$ cat src/design/hsfd_pkg.sv
// ----------------------------------------------------------------------------
// hsfd_pkg
// Shared types, constants and the CRC-8 byte update for the frame decoder.
// ----------------------------------------------------------------------------
package hsfd_pkg;

    localparam logic [7:0] CRC_POLY = 8'h31;
    localparam logic [7:0] CRC_INIT = 8'hFF;

    // Byte positions within a frame
    localparam logic [2:0] POS_T_MSB = 3'd0;
    localparam logic [2:0] POS_T_LSB = 3'd1;
    localparam logic [2:0] POS_T_CRC = 3'd2;
    localparam logic [2:0] POS_H_MSB = 3'd3;
    localparam logic [2:0] POS_H_LSB = 3'd4;
    localparam logic [2:0] POS_H_CRC = 3'd5;

    // Result status codes
    localparam logic [1:0] ST_OK       = 2'd0;
    localparam logic [1:0] ST_TEMP_CRC = 2'd1;
    localparam logic [1:0] ST_HUM_CRC  = 2'd2;

    // Scale factors of the conversion, denominator 65535 in both
    localparam logic [14:0] TEMP_SCALE  = 15'd17500;
    localparam logic [13:0] HUM_SCALE   = 14'd10000;
    localparam logic [15:0] TEMP_OFFSET = 16'd4500;
    localparam logic [16:0] FULL_SCALE  = 17'd65535;

    // One decoded frame, handed from front to back
    typedef struct packed {
        logic [15:0] temp_code;
        logic [15:0] hum_raw;
        logic [1:0]  status;
    } job_t;

    // Not-empty and full flags of the job queue; not_empty goes to the back part, full to the input ready
    typedef struct packed {
        logic not_empty;
        logic full;
    } queue_flags_t;

    // CRC-8, MSB first, one byte
    function automatic logic [7:0] crc8_byte(input logic [7:0] crc, input logic [7:0] data);
        logic [7:0] c;
        c = crc ^ data;
        for (int k = 0; k < 8; k++)
        begin
            c = c[7] ? ((c << 1) ^ CRC_POLY) : (c << 1);
        end
        return c;
    endfunction

endpackage

$ cat src/design/humidity_sensor_frame_decoder_top.sv
// ----------------------------------------------------------------------------
// humidity_sensor_frame_decoder_top
// Six-byte measurement frame decoder with CRC-8 checks and unit scaling.
// ----------------------------------------------------------------------------
// Throughput: one byte per cycle; the input stalls only while the two-entry
//   job queue is full.
// Path: after the sixth byte of a frame is accepted, its job passes through the
//   queue, the multiply stage and the divide-and-offset stage to the output register.
// Reset: asynchronous, active low; byte position 0, CRC 0xFF, queue empty.
module humidity_sensor_frame_decoder_top (
    input  logic        clk,
    input  logic        rst_n,
    input  logic        s_tvalid,
    output logic        s_tready,
    input  logic [7:0]  s_tdata,   // [7:0] rx_byte
    input  logic        s_tuser,   // [0] frame_start
    output logic        m_tvalid,
    input  logic        m_tready,
    output logic [31:0] m_tdata    // [14:0] temperature_centi, [28:15] humidity_centi,
                                   // [30:29] status, [31] zero
);
    import hsfd_pkg::*;

    logic         accept;
    logic         push;
    job_t         push_job;
    logic         pop;
    job_t         pop_job;
    queue_flags_t flags;
    logic [14:0]  temperature_centi;
    logic [13:0]  humidity_centi;
    logic [1:0]   status;

    assign s_tready = !flags.full;
    assign accept   = s_tvalid && s_tready;

    hsfd_front u_front (
        .clk         (clk),
        .rst_n       (rst_n),
        .accept      (accept),
        .rx_byte     (s_tdata),
        .frame_start (s_tuser),
        .push        (push),
        .push_job    (push_job)
    );

    hsfd_queue u_queue (
        .clk      (clk),
        .rst_n    (rst_n),
        .push     (push),
        .push_job (push_job),
        .pop      (pop),
        .pop_job  (pop_job),
        .flags    (flags)
    );

    hsfd_back u_back (
        .clk               (clk),
        .rst_n             (rst_n),
        .flags             (flags),
        .pop_job           (pop_job),
        .pop               (pop),
        .out_valid         (m_tvalid),
        .out_ready         (m_tready),
        .temperature_centi (temperature_centi),
        .humidity_centi    (humidity_centi),
        .status            (status)
    );

    assign m_tdata = {1'b0, status, humidity_centi, temperature_centi};

endmodule

$ cat src/design/hsfd_front.sv
// ----------------------------------------------------------------------------
// hsfd_front
// Tracks the byte position, runs the CRC checks and pushes one job per frame.
// ----------------------------------------------------------------------------
module hsfd_front (
    input  logic               clk,
    input  logic               rst_n,
    input  logic               accept,
    input  logic [7:0]         rx_byte,
    input  logic               frame_start,
    output logic               push,
    output hsfd_pkg::job_t     push_job
);
    import hsfd_pkg::*;

    logic [2:0]  pos_reg, pos_next;
    logic [7:0]  crc_reg, crc_next;
    logic [15:0] temp_word_reg, temp_word_next;
    logic [7:0]  hum_msb_reg, hum_msb_next;
    logic [7:0]  hum_lsb_reg, hum_lsb_next;
    logic        temp_bad_reg, temp_bad_next;
    logic [2:0]  pos;
    logic        last_byte;

    // Resync on frame_start or an unreachable position
    assign pos = (frame_start || pos_reg > POS_H_CRC) ? POS_T_MSB : pos_reg;
    assign last_byte = (pos == POS_H_CRC);

    always_comb
    begin
        crc_next       = crc_reg;
        temp_word_next = temp_word_reg;
        hum_msb_next   = hum_msb_reg;
        temp_bad_next  = temp_bad_reg;
        unique case (pos)
            POS_T_MSB:
            begin
                crc_next       = crc8_byte(CRC_INIT, rx_byte);
                temp_word_next = {rx_byte, 8'h00};
                temp_bad_next  = 1'b0;
            end
            POS_T_LSB:
            begin
                crc_next       = crc8_byte(crc_reg, rx_byte);
                temp_word_next = {temp_word_reg[15:8], rx_byte};
            end
            POS_T_CRC:
            begin
                temp_bad_next = (crc_reg != rx_byte);
                crc_next      = CRC_INIT;
            end
            POS_H_MSB:
            begin
                crc_next     = crc8_byte(CRC_INIT, rx_byte);
                hum_msb_next = rx_byte;
            end
            POS_H_LSB:
            begin
                crc_next = crc8_byte(crc_reg, rx_byte);
            end
            default:
            begin
                crc_next = CRC_INIT;
            end
        endcase
        pos_next = last_byte ? POS_T_MSB : pos + 3'd1;
    end

    // Humidity LSB is kept in its own register, hum_lsb_reg
    assign hum_lsb_next = (pos == POS_H_LSB) ? rx_byte : hum_lsb_reg;

    always_ff @(posedge clk or negedge rst_n)
    begin
        if (!rst_n)
        begin
            pos_reg       <= POS_T_MSB;
            crc_reg       <= CRC_INIT;
            temp_word_reg <= '0;
            hum_msb_reg   <= '0;
            hum_lsb_reg   <= '0;
            temp_bad_reg  <= 1'b0;
        end
        else if (accept)
        begin
            pos_reg       <= pos_next;
            crc_reg       <= crc_next;
            temp_word_reg <= temp_word_next;
            hum_msb_reg   <= hum_msb_next;
            hum_lsb_reg   <= hum_lsb_next;
            temp_bad_reg  <= temp_bad_next;
        end
    end

    assign push               = accept && last_byte;
    assign push_job.temp_code = temp_word_reg;
    assign push_job.hum_raw   = {hum_msb_reg, hum_lsb_reg};
    assign push_job.status    = temp_bad_reg ? ST_TEMP_CRC :
                                (crc_reg != rx_byte) ? ST_HUM_CRC : ST_OK;

endmodule

$ cat src/design/hsfd_queue.sv
// ----------------------------------------------------------------------------
// hsfd_queue
// Two-entry job queue between the front and back parts.
// ----------------------------------------------------------------------------
module hsfd_queue (
    input  logic                   clk,
    input  logic                   rst_n,
    input  logic                   push,
    input  hsfd_pkg::job_t         push_job,
    input  logic                   pop,
    output hsfd_pkg::job_t         pop_job,
    output hsfd_pkg::queue_flags_t flags
);
    import hsfd_pkg::*;

    job_t       mem [2];
    logic       wr_ptr_reg;
    logic       rd_ptr_reg;
    logic [1:0] count_reg;

    always_ff @(posedge clk)
    begin
        if (push)
        begin
            mem[wr_ptr_reg] <= push_job;
        end
    end

    always_ff @(posedge clk or negedge rst_n)
    begin
        if (!rst_n)
        begin
            wr_ptr_reg <= 1'b0;
            rd_ptr_reg <= 1'b0;
            count_reg  <= 2'd0;
        end
        else
        begin
            if (push)
            begin
                wr_ptr_reg <= ~wr_ptr_reg;
            end
            if (pop)
            begin
                rd_ptr_reg <= ~rd_ptr_reg;
            end
            case ({push, pop})
                2'b10:   count_reg <= count_reg + 2'd1;
                2'b01:   count_reg <= count_reg - 2'd1;
                default: count_reg <= count_reg;
            endcase
        end
    end

    assign pop_job         = mem[rd_ptr_reg];
    assign flags.not_empty = (count_reg != 2'd0);
    assign flags.full      = (count_reg == 2'd2);

endmodule

$ cat src/design/hsfd_back.sv
// ----------------------------------------------------------------------------
// hsfd_back
// Scales raw words to centi-units: constant multiply, then divide by 65535; temperature also loses its offset.
// ----------------------------------------------------------------------------
module hsfd_back (
    input  logic                   clk,
    input  logic                   rst_n,
    input  hsfd_pkg::queue_flags_t flags,
    input  hsfd_pkg::job_t         pop_job,
    output logic                   pop,
    output logic                   out_valid,
    input  logic                   out_ready,
    output logic [14:0]            temperature_centi,
    output logic [13:0]            humidity_centi,
    output logic [1:0]             status
);
    import hsfd_pkg::*;

    logic        advance;
    logic        s1_valid_reg;
    logic [30:0] temp_prod_reg;
    logic [29:0] hum_prod_reg;
    logic [1:0]  s1_status_reg;
    logic        out_valid_reg;
    logic [14:0] temp_out_reg;
    logic [13:0] hum_out_reg;
    logic [1:0]  status_out_reg;

    logic [14:0] temp_q0;
    logic [16:0] temp_rem;
    logic [14:0] temp_q;
    logic [15:0] temp_signed;
    logic [13:0] hum_q0;
    logic [16:0] hum_rem;
    logic [13:0] hum_q;

    // Whole pipeline moves when the output register is free or being taken
    assign advance = !out_valid_reg || out_ready;
    assign pop     = advance && flags.not_empty;

    // x = q0*65536 + lo = q0*65535 + (q0 + lo); remainder stays below 2*65535
    assign temp_q0     = temp_prod_reg[30:16];
    assign temp_rem    = {2'b00, temp_q0} + {1'b0, temp_prod_reg[15:0]};
    assign temp_q      = temp_q0 + {14'd0, (temp_rem >= FULL_SCALE)};
    assign temp_signed = {1'b0, temp_q} - TEMP_OFFSET;

    assign hum_q0  = hum_prod_reg[29:16];
    assign hum_rem = {3'b000, hum_q0} + {1'b0, hum_prod_reg[15:0]};
    assign hum_q   = hum_q0 + {13'd0, (hum_rem >= FULL_SCALE)};

    always_ff @(posedge clk)
    begin
        if (pop)
        begin
            temp_prod_reg <= 31'(pop_job.temp_code) * 31'(TEMP_SCALE);
            hum_prod_reg  <= 30'(pop_job.hum_raw) * 30'(HUM_SCALE);
            s1_status_reg <= pop_job.status;
        end
        if (advance && s1_valid_reg)
        begin
            status_out_reg <= s1_status_reg;
            // Drop both values on a CRC failure
            if (s1_status_reg == ST_OK)
            begin
                temp_out_reg <= temp_signed[14:0];
                hum_out_reg  <= hum_q;
            end
            else
            begin
                temp_out_reg <= '0;
                hum_out_reg  <= '0;
            end
        end
    end

    always_ff @(posedge clk or negedge rst_n)
    begin
        if (!rst_n)
        begin
            s1_valid_reg  <= 1'b0;
            out_valid_reg <= 1'b0;
        end
        else if (advance)
        begin
            s1_valid_reg  <= pop;
            out_valid_reg <= s1_valid_reg;
        end
    end

    assign out_valid         = out_valid_reg;
    assign temperature_centi = temp_out_reg;
    assign humidity_centi    = hum_out_reg;
    assign status            = status_out_reg;

endmodule

$ cat config.mk
export PLATFORM = sky130hd
export DESIGN_NAME = humidity_sensor_frame_decoder_top
export DESIGN_NICKNAME = d
export VERILOG_FILES = /design/src/design/hsfd_pkg.sv /design/src/design/humidity_sensor_frame_decoder_top.sv /design/src/design/hsfd_front.sv /design/src/design/hsfd_queue.sv /design/src/design/hsfd_back.sv
export SDC_FILE = /design/constraint.sdc
export NUM_CORES = 1
export LEC_CHECK = 0
export BUFFER_PORTS_ARGS = -buffer_cell sky130_fd_sc_hd__clkbuf_2
export CORE_AREA = 2 2 178 180
export DETAILED_ROUTE_END_ITERATION = 7
export DIE_AREA = 0 0 180 182
export PLACE_DENSITY = 0.66
export SLEW_MARGIN = 40
export SYNTH_ARGS = -nofsm -noshare
export SYNTH_HDL_FRONTEND = slang
export SYNTH_SLANG_ARGS = --single-unit
$ cat constraint.sdc
create_clock -name clk -period 16.22 [get_ports clk]
set_clock_uncertainty 0.15 [all_clocks]
set_input_delay 0.811 -clock clk [delete_from_list [all_inputs] [get_ports clk]]
set_output_delay 0.811 -clock clk [all_outputs]
set_load 0.02 [all_outputs]
Yosys cells after proc, flatten, opt, wreduce, memory -nomap -nowiden. Memories as Yosys holds them, arrays and structs flattened. Cells that the tools add are included. Widths: inputs -> output; s select.

Bits in registers: 138. Bits in writable memories: 68. Input port bits: 13. Output and inout bits: 34. Word-level logic and storage cells: 109. Memories: 1.

Memories: u_queue.mem (depth 2, width 34, read ports 1, clocked after Yosys merged registers in 0, wr ports 1, line hsfd_queue.sv:16) `job_t mem [2];`.

Add/sub/neg operators: 8. Multipliers: 2. Magnitude comparators: 3. Eq/ne operators: 9. Muxes and demuxes: 26. Bitwise logic cells: 21. Reduce and logical (&&, ||, !) cells: 21.

Operator list (number): $mux 6 (16); $not 3->3 (16); $ge 17x16->1 const B (2); $pmux 16 s2 (1); $mul 16x13->29 const B (1); $mul 16x10->26 const B (1); $add 14x16->17 (1); $add 15x16->17 (1); $pmux 8 s2 (1); $add 15x1->15 (1); $sub 15x13->15 const B (1); $add 14x1->14 (1); $ne 8x8->1 (1); $not 8->8 (1); $reduce_and 2->1 (4); $reduce_bool 2->1 (4); $xor 8x8->8 (1); $eq 3x2->1 const B (2); $eq 3x3->1 const B (2); $mux 3 (2); $eq 2x2->1 const B (2); $logic_and 1x1->1 (4); $mux 2 (2); $pmux 2 s2 (1); 15 further kinds (21).

Depth between registers and ports, before layout.
Depth in word-level cells: 18. Depth in mapped cells: 21. Depth with buffers taken out: 19.

Modules after synthesis. A second synthesis with hierarchy kept.

Cell total of the unflattened synthesis: 1378. Area, all modules: 15566.2 sq um.

By module, submodules not included: hsfd_back (instances 1, cells each 1020, area an instance 10351.2 sq um, seq. area each 2692.6 sq um); hsfd_queue (instances 1, cells each 122, area an instance 2791.4 sq um, seq. area each 2142.1 sq um); hsfd_front (instances 1, cells each 232, area an instance 2402.3 sq um, seq. area each 1111.1 sq um); humidity_sensor_frame_decoder_top (instances 1, cells each 4, area an instance 21.3 sq um, seq. area each 0.0 sq um).

Least setup slack after synthesis. OpenSTA, ideal clock, no wires.

Path type: register -> register. Start: register u_queue.rd_ptr_reg. End: register u_back.hum_prod_reg[26] (data pin). Setup time: 0.259 ns. Arrival time: 5.477 ns. Required time: 15.811 ns. Slack: 10.335 ns. Cell stages (with the launch flop): 22. Path buffers: 2. Clock period less this slack: 5.885 ns. Path through: dfrtp_1 clkbuf_1 clkbuf_1 mux2i_1 inv_1 fa_1 ha_1 inv_1 fa_1 inv_1 ha_1 inv_1 fa_1 inv_1 ha_1 a2111oi_4 o31ai_1 a31o_1 o311a_1 a221o_1 a31oi_1 xnor2_1.

RTL lines: from (decl) (line hsfd_queue.sv:18) `logic rd_ptr_reg;`; from (signal assigned) (line hsfd_queue.sv:45) `rd_ptr_reg <= ~rd_ptr_reg;`; to (signal assigned) (line hsfd_back.sv:56) `hum_prod_reg <= 30'(pop_job.hum_raw) * 30'(HUM_SCALE);`; to (decl) (line hsfd_back.sv:22) `logic [29:0] hum_prod_reg;`.

Worst setup path after layout.
Start: register u_queue.rd_ptr_reg. End: register u_back.temp_prod_reg[30] (data pin).

Cells in the longest elaborated chain, start to end: 2.

Ends and longest elaborated chain: $mem_v2 2x34; $mul 16x13->29 (line hsfd_back.sv:55) `temp_prod_reg <= 31'(pop_job.temp_code) * 31'(TEMP_SCALE);`; to (signal assigned) (line hsfd_back.sv:55); to (decl) (line hsfd_back.sv:21) `logic [30:0] temp_prod_reg;`.

Every way passes these cells. A chain may end at the register's enable or synchronous reset.

==> results.cfg <==
[sta]
min_period_ns = 6.15
final-setup-viol-count = 0
drv_slew = 0
fin_crit_sh_pct = 37.9
slew_headroom_pct = 45.1
finalSetupTns_ns = 0
fmax_mhz = 163
hold_viol = 0
tightest_slew_ns = 0.801
rsz0062_at_grt = no

[global_route]
met3_usage_pct = 2.13
grt_max_degree = 51
grt_pass1_vias = 9703
gr-usage-all-layers_pct = 18.1
antenna_found_initial = 0
grt_overflow_total = 0
met1_usage_pct = 25.6
busiest_layer = met2
use_met2_pct = 29.9
grt_pass1_wl_um = 48900

[clock_tree]
cts_hold_buf = 0
clk_pin_slew_ns = 0.06
numCtsBuffers = 24
cts_setup_buffers = 0
clock-root-buffer = clkbuf_16
tritoncts = yes
htreeDepth = 1
post_cts_resized = 0
clock_sinks = 206
cts.path.max_buffers = 3
insertion_delay_ns = 0.51

[worst_setup_path]
r2r_slack_ns = 10.07
path_buf_inv = 6
slowest_stage = fa_1
worstReg2RegStart = u_queue.rd_ptr_reg
worstPathRequired_ns = 16.32
cp_cell_sequence = buf_4 -> mux2i_1 -> inv_1 -> ha_1 -> inv_1 -> fa_1 -> inv_1 -> ha_1 -> fa_1 -> inv_1 -> fa_1 -> inv_1 -> ha_1 -> a21oi_1 -> o21ai_0 -> o21ai_0 -> a21oi_1 -> o311ai_1 -> a31oi_1 -> o41a_1
r2r_end = u_back.temp_prod_reg[30]
cpMostUsedCell = inv_1
start_kind = flip-flop
r2r_cells = 20
end_kind = flip-flop
path_max_fanout = 35
path_class = reg2reg
critPathMaxStageDelay_ns = 0.53
critical-path-top-delay-family = adder cells
worstPathArrival_ns = 6.25
crit_path_start = u_queue.rd_ptr_reg

[synth]
syn_avg_cell_area_um2 = 11.0
synth.most_common_cell = inv_1
synth_compound_area_share_pct = 9.58
yosys.area_share.adder_pct = 26.9
synth_top_area_share_pct = 30.7
synth_seq_cells = 206
yosys.area.top_type = edfxtp_1
synthMuxAreaShare_pct = 4.19
ys_seq_area_share_pct = 38.9
yosys_warnings = 0
yosys.area_share.xor_xnor_pct = 6.11
yosys.area_share.simple_pct = 8.42
yosys-top-cells-count = inv_1 (207), ha_1 (197), edfxtp_1 (156)
synth_top_family_by_area = adder cells
synthFlopType = edfxtp_1
syn_area_mm2 = 0.0153
async_reset_ff_share_pct = 24.3
synth_edf_count = 156
syn_nets = 1677
ys_top_cells_by_area = edfxtp_1 (31%), ha_1 (16%), fa_1 (11%)
synthCells = 1385
synth.distinct_cells = 69

[detailed_routing]
drt_iter0_drc = 475
drtAntennaViolNets = 0
wire_per_inst_um = 15.8
dr.pass1.iters = 5
via_per_inst = 5.27
routed_wl_um = 29200
drc = 0
vias = 9752

[placed_design]
post-dp-hpwl_um = 23000
numPortBuffers = 45
gp_congestion = 0.892

[floorplanning]
core_mm2 = 0.0310
start_util_pct = 49.3
die_h_um = 182
die_area_mm2 = 0.0328
pin_count = 47
die_w_um = 180
fp-row-count = 65

[finish]
largest_reg_flops = 68
layout-drive-gt1-share_pct = 10.8
antennaDiodeCount = 0
area_delta_synth_final_pct = 9.82
nets = 1723
nFillCells = 2667

[worst_hold_path]
hold_class = in2async

[status]
status = completed

[run]
max_cap_viol_count = 0
-- cells in the final DEF (no fill, tap or decap), types with 23 or more instances in the layout --
cell type  netlist  routed
fa_1            82      82
clkbuf_16        0      24
inv_1          207     207
xor2_1          30      30
a21oi_1         66      66
dfrtp_1         42      42
nand2_1         75      75
edfxtp_1       156     156
o21ai_0         58      58
a21o_1          23      23
xnor2_1         74      74
ha_1           197     197
clkbuf_2         0      45
mux2_2          40      40
nand3_1         23      23
nor2_1          73      71
-- stage by stage --
stage / area [um^2] / worst slack [ns] / hold WS [ns] / util, % / instances
after floorplan: 15300 / 10.33 / 0.287 / - / 1385
after global placement: 15900 / 10.34 / 0.295 / 51.4 / 1806
after detailed placement: 16000 / 10.11 / 0.307 / 51.5 / 1806
after CTS: 16700 / 10.08 / 0.283 / 54.0 / 1849
after global routing: 16800 / 9.60 / 0.325 / 54.2 / 1850
final: 16800 / 10.07 / 0.271 / 54.2 / 1850
-- area by class of cell --
class	instances	area, um^2	area share (%)
repair buffers	52	298	1.77
clock buffers	29	639	3.81
inverters	207	777	4.63
clock inverters	14	154	0.917
well taps	402	503	3.00
flip-flops and latches	206	5950	35.4
multi-input cells	940	8470	50.5
-- routing by layer --
layer | vias to the layer above | share of wire, %
met1 | 4643 | 50
met2 | 182 | 45
met5 | - | 0
li1 | 4895 | -
met3 | 32 | 3.3
met4 | 0 | 1.6
-- worst max-delay path by stage --
stage / endpoint / slack [ns] / cells past startpoint
detailed placement: u_back.temp_prod_reg[30] / 10.11 / 20
CTS: u_back.temp_prod_reg[30] / 10.08 / 20
global route: u_back.temp_prod_reg[30] / 9.60 / 20
finish: u_back.temp_prod_reg[30] / 10.07 / 20
floorplan: u_back.hum_prod_reg[26] / 10.33 / 21
global placement: u_back.temp_prod_reg[30] / 10.34 / 20
-- worst register-to-register path: stages, from the launching register on --
cell	delay (ns)
dfrtp_1	0.32
buf_4	0.46
mux2i_1	0.45
inv_1	0.22
ha_1	0.32
inv_1	0.05
fa_1	0.51
inv_1	0.05
ha_1	0.30
fa_1	0.48
inv_1	0.05
fa_1	0.53
inv_1	0.04
ha_1	0.34
a21oi_1	0.14
o21ai_0	0.14
o21ai_0	0.22
a21oi_1	0.12
o311ai_1	0.51
a31oi_1	0.16
o41a_1	0.34
-- logic make-up after synthesis --
kind of cell / Yosys count
DFF: 206
and+or+nand+nor: 268
adders and majority gates: 279
other: 1
xor gates and xnor gates: 105
buffers and inverters: 239
AOI/OAI and AO/OA: 228
muxes: 59
Power is left out: the tool's default activity adds up to more than one toggle a clock period on the data nets, which glitch-free logic cannot reach.
